$ cat config.mk
export PLATFORM = sky130hd
export DESIGN_NAME = leaky_integrate_fire_neuron_core
export DESIGN_NICKNAME = d
export VERILOG_FILES = /design/src/rtl/lif_pkg.sv /design/src/rtl/lif_useq.sv /design/src/rtl/lif_dp.sv /design/src/rtl/leaky_integrate_fire_neuron_core.sv
export SDC_FILE = /design/constraint.sdc
export NUM_CORES = 2
export LEC_CHECK = 0
export BUFFER_PORTS_ARGS = -buffer_cell sky130_fd_sc_hd__buf_2
export CAP_MARGIN = 20
export CELL_PAD_IN_SITES_DETAIL_PLACEMENT = 0
export CELL_PAD_IN_SITES_GLOBAL_PLACEMENT = 1
export CORE_ASPECT_RATIO = 1.2
export CORE_MARGIN = 4
export CORE_UTILIZATION = 37
export CTS_BUF_LIST = sky130_fd_sc_hd__clkbuf_8
export DETAILED_ROUTE_END_ITERATION = 8
export PLACE_DENSITY = 0.71
export SYNTH_ARGS = -nofsm -noshare
export SYNTH_HDL_FRONTEND = slang
export SYNTH_SLANG_ARGS = --single-unit
$ cat constraint.sdc
create_clock -name clk -period 28.6 [get_ports clk]
set_input_delay 2.86 -clock clk [delete_from_list [all_inputs] [get_ports clk]]
set_output_delay 2.86 -clock clk [all_outputs]
set_load 0.02 [all_outputs]
$ cat src/rtl/lif_pkg.sv
// ----------------------------------------------------------------------------
// lif_pkg
// Shared types, constants and the control store of the neuron core.
// ----------------------------------------------------------------------------
package lif_pkg;

  localparam int PC_W = 5;

  // reset values of the registers and of the membrane, Q8.24
  localparam logic signed [31:0] LEAK_RESET      = -32'sd1258291;
  localparam logic signed [31:0] VRESET_RESET    = -32'sd1342177;
  localparam logic signed [31:0] THRESHOLD_RESET = -32'sd922747;
  localparam logic signed [31:0] SPIKE_RESET     = 32'sd167772;
  localparam logic [23:0]        STEP_RESET      = 24'd167772;
  localparam logic [31:0]        SCALE_RESET     = 32'd1678;
  localparam logic signed [31:0] DRIVE_RESET     = 32'sd0;
  localparam logic signed [31:0] MEMBRANE_RESET  = -32'sd1258291;

  typedef enum logic [2:0] {
    CFG_LEAK, CFG_RESET, CFG_THRESHOLD, CFG_SPIKE, CFG_STEP, CFG_SCALE, CFG_DRIVE
  } cfg_idx_t;

  typedef struct packed {
    logic signed [31:0] leak_potential;
    logic signed [31:0] reset_potential;
    logic signed [31:0] threshold_potential;
    logic signed [31:0] spike_potential;
    logic [23:0]        step_ratio;
    logic [31:0]        synapse_scale;
    logic signed [31:0] drive_voltage;
  } cfg_t;

  typedef struct packed {
    logic               fired;
    logic signed [31:0] membrane_potential;
    logic [31:0]        tick_count;
  } res_t;

  // multiplier operand pairs
  typedef enum logic [2:0] {
    MUL_NONE, MUL_SCALE_G, MUL_MAG_LO, MUL_MAG_HI, MUL_TOT_LO, MUL_TOT_HI
  } mul_sel_t;

  // what happens with the registered product
  typedef enum logic [2:0] {
    ACC_NONE, ACC_COEF, ACC_LOAD_LO, ACC_ADD, ACC_ADD_HI
  } acc_op_t;

  // sign/magnitude conversions
  typedef enum logic [1:0] {
    SGN_NONE, SGN_ABS, SGN_APPLY
  } sgn_op_t;

  typedef enum logic [1:0] {
    A_TMP, A_VREV, A_LEAK
  } a_sel_t;

  typedef enum logic [2:0] {
    B_ZERO, B_NVEFF, B_VEFF, B_SUM, B_DRIVE
  } b_sel_t;

  typedef enum logic [1:0] {
    DST_NONE, DST_TMP, DST_SUM
  } dst_t;

  typedef enum logic [1:0] {
    SEQ_NEXT, SEQ_END_IF_MID, SEQ_END
  } seq_t;

  typedef struct packed {
    logic     veff_ld;
    mul_sel_t mul;
    acc_op_t  acc;
    sgn_op_t  sgn;
    a_sel_t   a;
    b_sel_t   b;
    logic     sat;
    dst_t     dst;
    seq_t     seq;
    logic     emit;
  } ctrl_t;

  localparam ctrl_t CTRL_IDLE = '{
    veff_ld: 1'b0, mul: MUL_NONE, acc: ACC_NONE, sgn: SGN_NONE, a: A_TMP,
    b: B_ZERO, sat: 1'b0, dst: DST_NONE, seq: SEQ_END, emit: 1'b0
  };

  // control store: steps 0..8 handle one synapse, 9..18 the end of a tick
  function automatic ctrl_t ucode(input logic [PC_W-1:0] pc);
    ctrl_t c;
    c     = CTRL_IDLE;
    c.seq = SEQ_NEXT;
    case (pc)
      5'd0: begin
        c.veff_ld = 1'b1;
        c.mul     = MUL_SCALE_G;
      end
      5'd1: begin
        c.acc = ACC_COEF;
        c.a   = A_VREV;
        c.b   = B_NVEFF;
        c.sat = 1'b1;
        c.dst = DST_TMP;
      end
      5'd2: c.sgn = SGN_ABS;
      5'd3: c.mul = MUL_MAG_LO;
      5'd4: begin
        c.acc = ACC_LOAD_LO;
        c.mul = MUL_MAG_HI;
      end
      5'd5: c.acc = ACC_ADD;
      5'd6: c.sgn = SGN_APPLY;
      5'd7: begin
        c.a   = A_TMP;
        c.b   = B_ZERO;
        c.sat = 1'b1;
        c.dst = DST_TMP;
      end
      5'd8: begin
        c.a   = A_TMP;
        c.b   = B_SUM;
        c.sat = 1'b1;
        c.dst = DST_SUM;
        c.seq = SEQ_END_IF_MID;
      end
      5'd9: begin
        c.a   = A_LEAK;
        c.b   = B_NVEFF;
        c.dst = DST_TMP;
      end
      5'd10: begin
        c.a   = A_TMP;
        c.b   = B_SUM;
        c.dst = DST_TMP;
      end
      5'd11: begin
        c.a   = A_TMP;
        c.b   = B_DRIVE;
        c.dst = DST_TMP;
      end
      5'd12: c.sgn = SGN_ABS;
      5'd13: c.mul = MUL_TOT_LO;
      5'd14: begin
        c.acc = ACC_LOAD_LO;
        c.mul = MUL_TOT_HI;
      end
      5'd15: c.acc = ACC_ADD_HI;
      5'd16: c.sgn = SGN_APPLY;
      5'd17: begin
        c.a   = A_TMP;
        c.b   = B_VEFF;
        c.sat = 1'b1;
        c.dst = DST_TMP;
      end
      5'd18: begin
        c.emit = 1'b1;
        c.seq  = SEQ_END;
      end
      default: c = CTRL_IDLE;
    endcase
    return c;
  endfunction

endpackage

$ cat src/rtl/lif_useq.sv
// ----------------------------------------------------------------------------
// lif_useq
// Step counter and control store readout for the neuron core.
// ----------------------------------------------------------------------------
module lif_useq import lif_pkg::*; (
  input  logic  clk,
  input  logic  rst,
  input  logic  start,
  input  logic  start_last,
  input  logic  hold,
  output logic  busy,
  output ctrl_t ctl
);

  logic [PC_W-1:0] pc;
  logic            last;
  ctrl_t           word;
  logic            stall;

  always_comb begin
    word  = ucode(pc);
    // the result step waits while the output register is still full
    stall = word.emit && hold;
    ctl   = (busy && !stall) ? word : CTRL_IDLE;
  end

  always_ff @(posedge clk) begin
    if (rst) begin
      busy <= 1'b0;
      pc   <= '0;
      last <= 1'b0;
    end else if (start) begin
      busy <= 1'b1;
      pc   <= '0;
      last <= start_last;
    end else if (busy && !stall) begin
      case (word.seq)
        SEQ_NEXT: pc <= pc + 5'd1;
        SEQ_END_IF_MID: begin
          if (last) begin
            pc <= pc + 5'd1;
          end else begin
            busy <= 1'b0;
          end
        end
        SEQ_END: busy <= 1'b0;
        default: busy <= 1'b0;
      endcase
    end
  end

endmodule

$ cat src/rtl/lif_dp.sv
// ----------------------------------------------------------------------------
// lif_dp
// Datapath: shared multiplier, accumulator, adder with clamp, neuron state.
// ----------------------------------------------------------------------------
module lif_dp import lif_pkg::*; (
  input  logic               clk,
  input  logic               rst,
  input  logic               load,
  input  logic [23:0]        in_conductance,
  input  logic signed [31:0] in_reversal,
  input  cfg_t               cfg,
  input  ctrl_t              ctl,
  output res_t               res
);

  localparam logic signed [37:0] WMAX    = 38'sd2147483647;
  localparam logic signed [37:0] WMIN    = -38'sd2147483648;
  localparam logic [36:0]        ACC_CAP = 37'h1000000000;

  logic [23:0]        g;
  logic signed [31:0] vrev;
  logic signed [31:0] veff;
  logic [55:0]        coef;
  logic [63:0]        prod;
  logic [63:0]        acc;
  logic [34:0]        mag;
  logic               neg;
  logic signed [37:0] tmp;
  logic signed [31:0] membrane;
  logic signed [31:0] sum;
  logic [31:0]        ticks;

  logic [31:0]        mul_a;
  logic [31:0]        mul_b;
  logic [63:0]        mul_p;
  logic signed [37:0] opa;
  logic signed [37:0] opb;
  logic signed [37:0] alu_sum;
  logic signed [37:0] alu_out;
  logic [36:0]        acc_capped;
  logic signed [37:0] acc_signed;
  logic [37:0]        tmp_abs;
  logic signed [31:0] veff_next;
  logic signed [31:0] tmp32;

  always_comb begin
    case (ctl.mul)
      MUL_SCALE_G: begin
        mul_a = cfg.synapse_scale;
        mul_b = {8'd0, g};
      end
      MUL_MAG_LO: begin
        mul_a = mag[31:0];
        mul_b = {8'd0, coef[23:0]};
      end
      MUL_MAG_HI: begin
        mul_a = mag[31:0];
        mul_b = coef[55:24];
      end
      MUL_TOT_LO: begin
        mul_a = mag[31:0];
        mul_b = {8'd0, cfg.step_ratio};
      end
      MUL_TOT_HI: begin
        mul_a = {29'd0, mag[34:32]};
        mul_b = {8'd0, cfg.step_ratio};
      end
      default: begin
        mul_a = '0;
        mul_b = '0;
      end
    endcase
    mul_p = {32'd0, mul_a} * {32'd0, mul_b};
  end

  always_comb begin
    case (ctl.a)
      A_VREV:  opa = 38'(vrev);
      A_LEAK:  opa = 38'(cfg.leak_potential);
      default: opa = tmp;
    endcase
    case (ctl.b)
      B_NVEFF: opb = -38'(veff);
      B_VEFF:  opb = 38'(veff);
      B_SUM:   opb = 38'(sum);
      B_DRIVE: opb = 38'(cfg.drive_voltage);
      default: opb = '0;
    endcase
    alu_sum = opa + opb;
    if (ctl.sat && alu_sum > WMAX) begin
      alu_out = WMAX;
    end else if (ctl.sat && alu_sum < WMIN) begin
      alu_out = WMIN;
    end else begin
      alu_out = alu_sum;
    end
  end

  always_comb begin
    // magnitudes past the 32-bit range all clamp the same way later
    acc_capped = (acc > 64'(ACC_CAP)) ? ACC_CAP : acc[36:0];
    acc_signed = neg ? -$signed({1'b0, acc_capped}) : $signed({1'b0, acc_capped});
    tmp_abs    = tmp[37] ? 38'(-tmp) : 38'(tmp);
    veff_next  = (membrane >= cfg.spike_potential) ? cfg.reset_potential : membrane;
    tmp32      = tmp[31:0];
    res.fired              = tmp32 > cfg.threshold_potential;
    res.membrane_potential = res.fired ? cfg.spike_potential : tmp32;
    res.tick_count         = ticks + 32'd1;
  end

  always_ff @(posedge clk) begin
    if (load) begin
      g    <= in_conductance;
      vrev <= in_reversal;
    end
    if (ctl.veff_ld) begin
      veff <= veff_next;
    end
    prod <= mul_p;
    case (ctl.acc)
      ACC_COEF:    coef <= prod[55:0];
      ACC_LOAD_LO: acc  <= {24'd0, prod[63:24]};
      ACC_ADD:     acc  <= acc + prod;
      ACC_ADD_HI:  acc  <= acc + {prod[55:0], 8'd0};
      default: ;
    endcase
    case (ctl.sgn)
      SGN_ABS: begin
        mag <= tmp_abs[34:0];
        neg <= tmp[37];
      end
      SGN_APPLY: tmp <= acc_signed;
      default: ;
    endcase
    if (ctl.dst == DST_TMP) begin
      tmp <= alu_out;
    end
  end

  always_ff @(posedge clk) begin
    if (rst) begin
      membrane <= MEMBRANE_RESET;
      sum      <= '0;
      ticks    <= '0;
    end else if (ctl.emit) begin
      membrane <= res.membrane_potential;
      sum      <= '0;
      ticks    <= res.tick_count;
    end else if (ctl.dst == DST_SUM) begin
      sum <= alu_out[31:0];
    end
  end

endmodule

$ cat src/rtl/leaky_integrate_fire_neuron_core.sv
// ----------------------------------------------------------------------------
// leaky_integrate_fire_neuron_core
// Conductance-based leaky integrate-and-fire neuron, one Euler step per tick.
// ----------------------------------------------------------------------------
// Each input transfer carries one synapse (conductance in pS, reversal
// potential in Q8.24 volts); tlast marks the final synapse of a tick and
// triggers the membrane update, which yields exactly one output transfer
// (fired flag, new membrane, tick count). Items are handled one at a time by
// a 19-step microprogram driving a single shared 32x32 multiplier: a synapse
// item keeps tready low through steps 0..8, a last item through all 19 steps,
// and also while the result step waits because the previous result still
// sits unaccepted in the output register. The user writes configuration
// through cfg_we/cfg_index/cfg_data only while no item is in flight; the block
// does not enforce this. Unused indexes are ignored. The synaptic sum and the
// membrane saturate to 32-bit signed.
module leaky_integrate_fire_neuron_core import lif_pkg::*; (
  input  logic        clk,
  input  logic        rst,
  // synapse stream
  input  logic        s_axis_tvalid,
  output logic        s_axis_tready,
  input  logic [55:0] s_axis_tdata,  // conductance [23:0], reversal_potential [55:24]
  input  logic        s_axis_tlast,  // last_synapse
  // result stream
  output logic        m_axis_tvalid,
  input  logic        m_axis_tready,
  output logic [71:0] m_axis_tdata,  // fired [0], membrane_potential [32:1],
                                     // tick_count [64:33], zero [71:65]
  // register writes
  input  logic        cfg_we,
  input  logic [2:0]  cfg_index,
  input  logic [31:0] cfg_data
);

  cfg_t  cfg;
  ctrl_t ctl;
  res_t  res;
  logic  busy;
  logic  in_xfer;
  logic  out_hold;

  // one item in flight; a new synapse is taken once the program is done
  assign s_axis_tready = !busy;
  assign in_xfer       = s_axis_tvalid && s_axis_tready;
  // output register still full: the result step must wait
  assign out_hold      = m_axis_tvalid && !m_axis_tready;

  // configuration registers
  always_ff @(posedge clk) begin
    if (rst) begin
      cfg.leak_potential      <= LEAK_RESET;
      cfg.reset_potential     <= VRESET_RESET;
      cfg.threshold_potential <= THRESHOLD_RESET;
      cfg.spike_potential     <= SPIKE_RESET;
      cfg.step_ratio          <= STEP_RESET;
      cfg.synapse_scale       <= SCALE_RESET;
      cfg.drive_voltage       <= DRIVE_RESET;
    end else if (cfg_we) begin
      case (cfg_index)
        CFG_LEAK:      cfg.leak_potential      <= cfg_data;
        CFG_RESET:     cfg.reset_potential     <= cfg_data;
        CFG_THRESHOLD: cfg.threshold_potential <= cfg_data;
        CFG_SPIKE:     cfg.spike_potential     <= cfg_data;
        CFG_STEP:      cfg.step_ratio          <= cfg_data[23:0];
        CFG_SCALE:     cfg.synapse_scale       <= cfg_data;
        CFG_DRIVE:     cfg.drive_voltage       <= cfg_data;
        default: ;
      endcase
    end
  end

  lif_useq u_useq (
    .clk        (clk),
    .rst        (rst),
    .start      (in_xfer),
    .start_last (s_axis_tlast),
    .hold       (out_hold),
    .busy       (busy),
    .ctl        (ctl)
  );

  lif_dp u_dp (
    .clk            (clk),
    .rst            (rst),
    .load           (in_xfer),
    .in_conductance (s_axis_tdata[23:0]),
    .in_reversal    (s_axis_tdata[55:24]),
    .cfg            (cfg),
    .ctl            (ctl),
    .res            (res)
  );

  // output register: filled by the result step, emptied by a transfer
  always_ff @(posedge clk) begin
    if (rst) begin
      m_axis_tvalid <= 1'b0;
    end else if (ctl.emit) begin
      m_axis_tvalid <= 1'b1;
    end else if (m_axis_tready) begin
      m_axis_tvalid <= 1'b0;
    end
  end

  always_ff @(posedge clk) begin
    if (ctl.emit) begin
      m_axis_tdata <= {7'd0, res.tick_count, res.membrane_potential, res.fired};
    end
  end

  // only one item is worked on at a time
  a_one_item: assert property (@(posedge clk) disable iff (rst)
    in_xfer |=> !s_axis_tready)
    else $error("input taken while an item is still in the program");

  // a result must never overwrite one still waiting at the output
  a_no_overrun: assert property (@(posedge clk) disable iff (rst)
    !(ctl.emit && out_hold))
    else $error("result step ran while output register was full");

  // every result step shows up at the output
  a_emit_valid: assert property (@(posedge clk) disable iff (rst)
    ctl.emit |=> m_axis_tvalid)
    else $error("result step did not load the output register");

endmodule

Word level (Yosys, flattened, before mapping)

Index checks and enable logic that the tools add are counted.

Register bits: 731
Bits of input ports: 97
Output and inout port bits: 74
Logic and storage cells: 154

$add $sub $neg: 8
Multiply operators: 1
Order comparisons: 5
Eq/ne operators: 47
Mux-type cells: 32
Reductions and logical operators: 37

Operators with widths:

| cell                                                                              | count |
|---|---|
| 64-bit one-hot mux with 3 select lines                                            | 1 |
| 38-bit two-way mux                                                                | 5 |
| 38-bit one-hot mux with 4 select lines                                            | 1 |
| 64-bit adder                                                                      | 2 |
| 32-bit one-hot mux with 4 select lines                                            | 1 |
| 32-bit one-hot mux with 3 select lines                                            | 1 |
| 38-bit one-hot mux with 2 select lines                                            | 1 |
| 64-bit by 37-bit greater-than comparator with 1-bit output, second input constant | 1 |
| 32-bit by 32-bit multiplier with 64-bit output                                    | 1 |
| 32-bit two-way mux                                                                | 2 |
| 5-bit by 4-bit equality test with 1-bit output, second input constant             | 8 |
| 38-bit adder                                                                      | 1 |
| 38-bit by 32-bit greater-than comparator with 1-bit output, second input constant | 1 |
| 38-bit by 32-bit less-than comparator with 1-bit output, second input constant    | 1 |
| 32-bit negation with 38-bit output                                                | 1 |
| 37-bit negation with 38-bit output                                                | 1 |
| 37-bit two-way mux                                                                | 1 |
| 35-bit two-way mux                                                                | 1 |
| 35-bit negation                                                                   | 1 |
| 32-bit by 1-bit adder with 32-bit output, second input constant                   | 1 |
| 32-bit >= comparator                                                              | 1 |
| 32-bit greater-than comparator                                                    | 1 |
| 5-bit one-hot mux with 5 select lines                                             | 1 |
| 3-bit by 2-bit equality test with 1-bit output, second input constant             | 8 |
| 34 further kinds                                                                  | 86 |

Longest topological paths before layout

Depth in word-level cells: 14
Depth in mapped cells: 43
Depth with buffers taken out: 38

Hierarchy

From an unflattened synthesis, not the netlist that was laid out.

Cells, all modules: 8037
Area total of the unflattened synthesis: 73924.6 um^2

Modules (own cells, without submodules):

| module                           | times used | cells an instance | area an instance (um^2) |
|---|---|---|---|
| lif_dp                           | 1          | 7074              | 62780.2 |
| leaky_integrate_fire_neuron_core | 1          | 858               | 10402.5 |
| lif_useq                         | 1          | 105               | 742.0 |

Worst setup path after synthesis

No wires, ideal clock.

Path kind: input port to flip-flop
Start: input m_axis_tready
End: register u_dp.prod[57]
Setup time: 120 ps
Arrival: 11652 ps
Setup slack: 16828 ps
Stages on the path: 35
Path buffers: 3
Cells stage by stage: nand3b_1 > nor2_1 > nor2_1 > nand2_1 > o21ai_1 > clkbuf_1 > a22o_1 > clkbuf_1 > clkbuf_1 > nand2_1 > fa_1 > fa_1 > inv_1 > fa_1 > inv_1 > fa_1 > inv_1 > fa_1 > fa_1 > inv_1 > fa_1 > fa_1 > inv_1 > ha_1 > a211o_1 > and3_1 > nor4b_1 > nand4_1 > a31o_2 > a21oi_1 > nor4_1 > a211o_1 > o22ai_1 > and3b_1 > o31a_1

Word-level cells in the longest chain between the ends: 10
Elaborated cells on any way between the ends: 16

RTL lines:

| item                                                                                                    | RTL line                               | text |
|---|---|---|
| start, declared                                                                                         | leaky_integrate_fire_neuron_core.sv:26 | `input logic m_axis_tready,` |
| 1-bit zero test *                                                                                       | leaky_integrate_fire_neuron_core.sv:46 | `assign out_hold = m_axis_tvalid && !m_axis_tready;` |
| 1-bit logical AND *                                                                                     | leaky_integrate_fire_neuron_core.sv:46 |  |
| 1-bit logical AND *                                                                                     | lif_useq.sv:23                         | `stall = word.emit && hold;` |
| 1-bit zero test *                                                                                       | lif_useq.sv:24                         | `ctl = (busy && !stall) ? word : CTRL_IDLE;` |
| 1-bit logical AND *                                                                                     | lif_useq.sv:24                         |  |
| 20-bit two-way mux *                                                                                    | lif_useq.sv:24                         |  |
| 3-bit by 2-bit equality test with 1-bit output / 3-bit equality test (equally long branches)            | lif_dp.sv:47                           | `case (ctl.mul)` |
| 3-bit OR reduction (no line) / 2-bit OR reduction (equally long branches)                               | n/a                                    |  |
| 32-bit one-hot mux with 3 select lines / 32-bit one-hot mux with 4 select lines (equally long branches) | lif_dp.sv:47                           |  |
| 32-bit by 32-bit multiplier with 64-bit output *                                                        | lif_dp.sv:73                           | `mul_p = {32'd0, mul_a} * {32'd0, mul_b};` |
| named net u_dp.mul_p[57]                                                                                | lif_dp.sv:35                           | `logic [63:0] mul_p;` |
| end signal, assigned                                                                                    | lif_dp.sv:119                          | `prod <= mul_p;` |
| end, declared                                                                                           | lif_dp.sv:24                           | `logic [63:0] prod;` |

Mark *: on every way through the listed nets, which the timed path passes. The rest lies on a longest branch.
A chain may end at the register's enable or synchronous reset.

Final worst setup path

Same ends and word-level chain as after synthesis.

==> impl_metrics.py <==
metrics = {
    "setup_path": {
        "crit_slowest_cell": "a22o_1",
        "crit_path_max_fanout": 61,
        "worst_path_most_repeated_cell": "fa_1",
        "endpoint_kind": "flip-flop",
        "rr_endpoint": "u_dp.prod[57]",
        "reg2reg_depth": 32,
        "required_ns": 29.38,
        "ff2ff_setup_slack_ns": 16.73,
        "cp_slowest_stage_delay_ns": 0.99,
        "reg2reg_from": "u_useq.pc[3]",
        "crit_type": "in2reg",
        "cp-start-kind": "primary input",
        "arrival_ns": 13.25,
    },
    "pwr": {
        "power_density_nw_per_um2": 35.55,
        "total_power_mw": 2.842,
        "ir_drop_mv": 0.04510,
        "p_leak_nw": 35.12,
    },
    "synth": {
        "ys_ff_latch": 731,
        "syn_area_um2": 72850,
        "synth_top_family_by_area": "adder cells",
        "synth_compound_area_frac": 0.1363,
        "synthCells": 8184,
        "synth_edf_count": 347,
        "ys_types": 91,
        "muxShareOfSynthArea": 0.01413,
        "synth-xor-area-share": 0.03847,
        "synth-simple-area-share": 0.1572,
        "synthFlopType": "dfxtp_1",
        "yosys_warnings": 0,
        "synth_seq_area_share": 0.2485,
        "synthAdderAreaFrac": 0.3317,
        "synthArstFlopShare": 0,
        "syn_area_per_cell_um2": 8.902,
    },
    "cts": {
        "cts_buffers": 132,
        "cts_tree": "built",
        "cts.sinks": 731,
        "cts-root-buf": "clkbuf_8",
        "cts_hold_buf": 0,
        "clkTransAtPathRegs_ns": 0.06,
        "cts_setup_buffers": 0,
        "clock_path_buffers": 3,
        "htree_levels": 4,
        "cts.repair.resized": 0,
        "clk-insertion-delay-late_ns": 0.95,
    },
    "placement": {
        "place_congestion": 0.9802,
        "dp_slack_ns": 15.32,
        "hpwlAfterDp_um": 231200,
        "port_buffers": 163,
        "dpl.cell_count": 10730,
    },
    "layout": {
        "layout.nets": 9747,
        "drive_gt1_frac": 0.08521,
        "area_delta_synth_final_pct": 9.750,
        "final_cells": 10980,
    },
    "grt": {
        "grt_usage": 0.2918,
        "antenna_found_initial": 19,
        "grt_pass1_wl_um": 432700,
        "first_global_vias": 62360,
        "grt_max_degree": 93,
        "grt-ovfl-total": 0,
    },
    "timing": {
        "fmax_mhz": 80.21,
        "setup_ws_ns": 16.13,
        "post-route-period-util": 0.4359,
        "period_minus_slack_ns": 12.47,
        "fin_hold_ws_ns": 0.4534,
        "rsz0062_at_grt": "no",
        "finalSetupViolCount": 0,
        "worst_pin_slew_ns": 1.186,
        "slew_violations": 0,
        "finalSetupTns_ns": 0,
        "fin_worst_skew_ns": 0.08966,
        "slew_headroom": 0.2093,
        "hold_viol": 0,
    },
    "min_path": {
        "holdCritPathClass": "reg2reg",
        "hp-start": "cfg[23]",
        "min_to": "cfg[23]",
        "whs_path_depth": 2,
    },
    "routing": {
        "drt_wl_total_um": 299200,
        "vias": 61410,
        "drt-vias-per-instance": 5.591,
        "drc": 0,
        "wl_per_cell_um": 27.24,
        "ant_nets": 0,
        "dr.pass1.iters": 6,
        "drtIter0Drc": 5681,
    },
    "floorplanning": {
        "die_width_um": 413.1,
        "initial_core_util": 0.3717,
        "die_area_um2": 204100,
        "core_um2": 196000,
        "pin_count": 171,
        "rows": 178,
        "die-height_um": 494.1,
    },
    "job": {
        "cap_viol_max_count": 0,
    },
    "status": {
        "status": "completed",
    },
}
cells by family (layout without fill, tap and decap cells):
logic type	Yosys count	count (layout)
and+or+nand+nor	2681	2681
AOI/OAI and AO/OA	1555	1555
buffers and inverters	1409	1587
adders and majority gates	1392	1392
DFF	731	731
xor gates and xnor gates	320	320
muxes	95	95
other	1	13
flip-flops by register name, indices dropped and copies added (netlist names):
name and count:
cfg 216, m_axis_tdata 65, m_axis_tvalid 1, u_dp.acc 64, u_dp.coef 56, u_dp.g 24, u_dp.mag 35, u_dp.membrane 32
u_dp.neg 1, u_dp.prod 64, u_dp.sum 32, u_dp.ticks 32, u_dp.tmp 38, u_dp.veff 32, u_dp.vrev 32, u_useq.busy 1
u_useq.last 1, u_useq.pc 5
synthesized netlist by cell type, types with 34 or more instances:
master,number,area share
nor2_1,840,0.043
nor4_1,41,0.0035
mux2_2,63,0.0097
nand3_1,139,0.0095
and3_1,41,0.0035
nand4_1,53,0.0046
o31ai_1,38,0.0039
a21oi_1,502,0.034
ha_1,493,0.085
nor2b_1,43,0.0037
fa_1,899,0.25
a22o_1,40,0.0048
nand2_1,1230,0.063
or3_1,41,0.0035
and2_1,34,0.0029
xnor2_1,199,0.024
a22oi_1,107,0.011
o211ai_1,52,0.0054
nand2b_1,51,0.0044
o21ai_0,293,0.020
clkbuf_1,369,0.019
inv_1,983,0.051
nor3_1,82,0.0056
a21o_1,122,0.013
xor2_1,121,0.015
o21a_1,38,0.0039
o22ai_1,46,0.0040
edfxtp_1,347,0.14
dfxtp_1,384,0.11
worst max path at each step:
stage | from | slack (ns) | cells past startpoint | to
finish | m_axis_tready | 16.13 | 32 | u_dp.prod[57]
global route | m_axis_tready | 15.58 | 32 | u_dp.prod[63]
CTS | m_axis_tready | 16.33 | 32 | u_dp.prod[57]
detailed placement | m_axis_tready | 15.32 | 32 | u_dp.prod[57]
global placement | m_axis_tready | 15.08 | 36 | u_dp.prod[62]
floorplan | m_axis_tready | 16.83 | 35 | u_dp.prod[57]
per-stage QoR:
stage	util	area [um2]
after CTS	0.4076	79890
after global routing	0.4079	79950
after detailed placement	0.3931	77040
final	0.4080	79960
after floorplan	-	72870
after global placement	0.3931	77040
cell usage in the layout, fill, tap and decap left out, types with 32 or more instances in the layout:
| cell | n |
|---|---|
| nand2_1 | 1229 |
| inv_1 | 1025 |
| fa_1 | 899 |
| nor2_1 | 833 |
| a21oi_1 | 500 |
| ha_1 | 492 |
| dfxtp_1 | 384 |
| edfxtp_1 | 347 |
| o21ai_0 | 292 |
| xnor2_1 | 199 |
| buf_4 | 191 |
| buf_2 | 162 |
| clkbuf_8 | 149 |
| nand3_1 | 136 |
| a21o_1 | 122 |
| xor2_1 | 121 |
| a22oi_1 | 103 |
| nor3_1 | 77 |
| mux2_2 | 63 |
| nand4_1 | 53 |
| o211ai_1 | 52 |
| nand2b_1 | 51 |
| nor4_1 | 41 |
| or3_1 | 41 |
| and3_1 | 41 |
| nor2b_1 | 40 |
| a22o_1 | 40 |
| o21a_1 | 38 |
| o22ai_1 | 38 |
| o31ai_1 | 36 |
| and2_1 | 34 |
| o21bai_1 | 33 |
| mux2i_1 | 32 |
routing by layer:
metal  vias up  share of wire  track usage  wire (um)
met5         -        0.00019            0         57
met4         8          0.068       0.1613      20240
met3       643          0.071      0.04531      21250
met2      2506           0.46       0.4724     137100
met1     30980           0.40       0.3735     120500
li1      27280              -            -          -
power by group:
group | total (mW) | internal (mW) | switching, mW | leakage, nW
sequential | 1.20 | 1.14 | 0.0648 | 6.43
clock | 1.09 | 0.559 | 0.528 | 1.60
combinational | 0.555 | 0.168 | 0.387 | 27.1
layout make-up:
cell class | instances | area (um2)
fillers | 19770 | 116000
inverters | 985 | 3700
clock inverters | 96 | 809.5
well taps | 2610 | 3266
multi-input cells | 6050 | 49710
flip-flops and latches | 731 | 18110
repair buffers | 358 | 2312
clock buffers | 148 | 2037
diodes | 6 | 15.01
worst max-delay path, delay by kind of cell:
kind / cells / cell delay, ns
AOI/OAI and AO/OA: 7 / 2.65
buffers and inverters: 5 / 1.31
and+or+nand+nor: 11 / 1.90
adders and majority gates: 9 / 4.42
(Power assumes the default switching activity.)
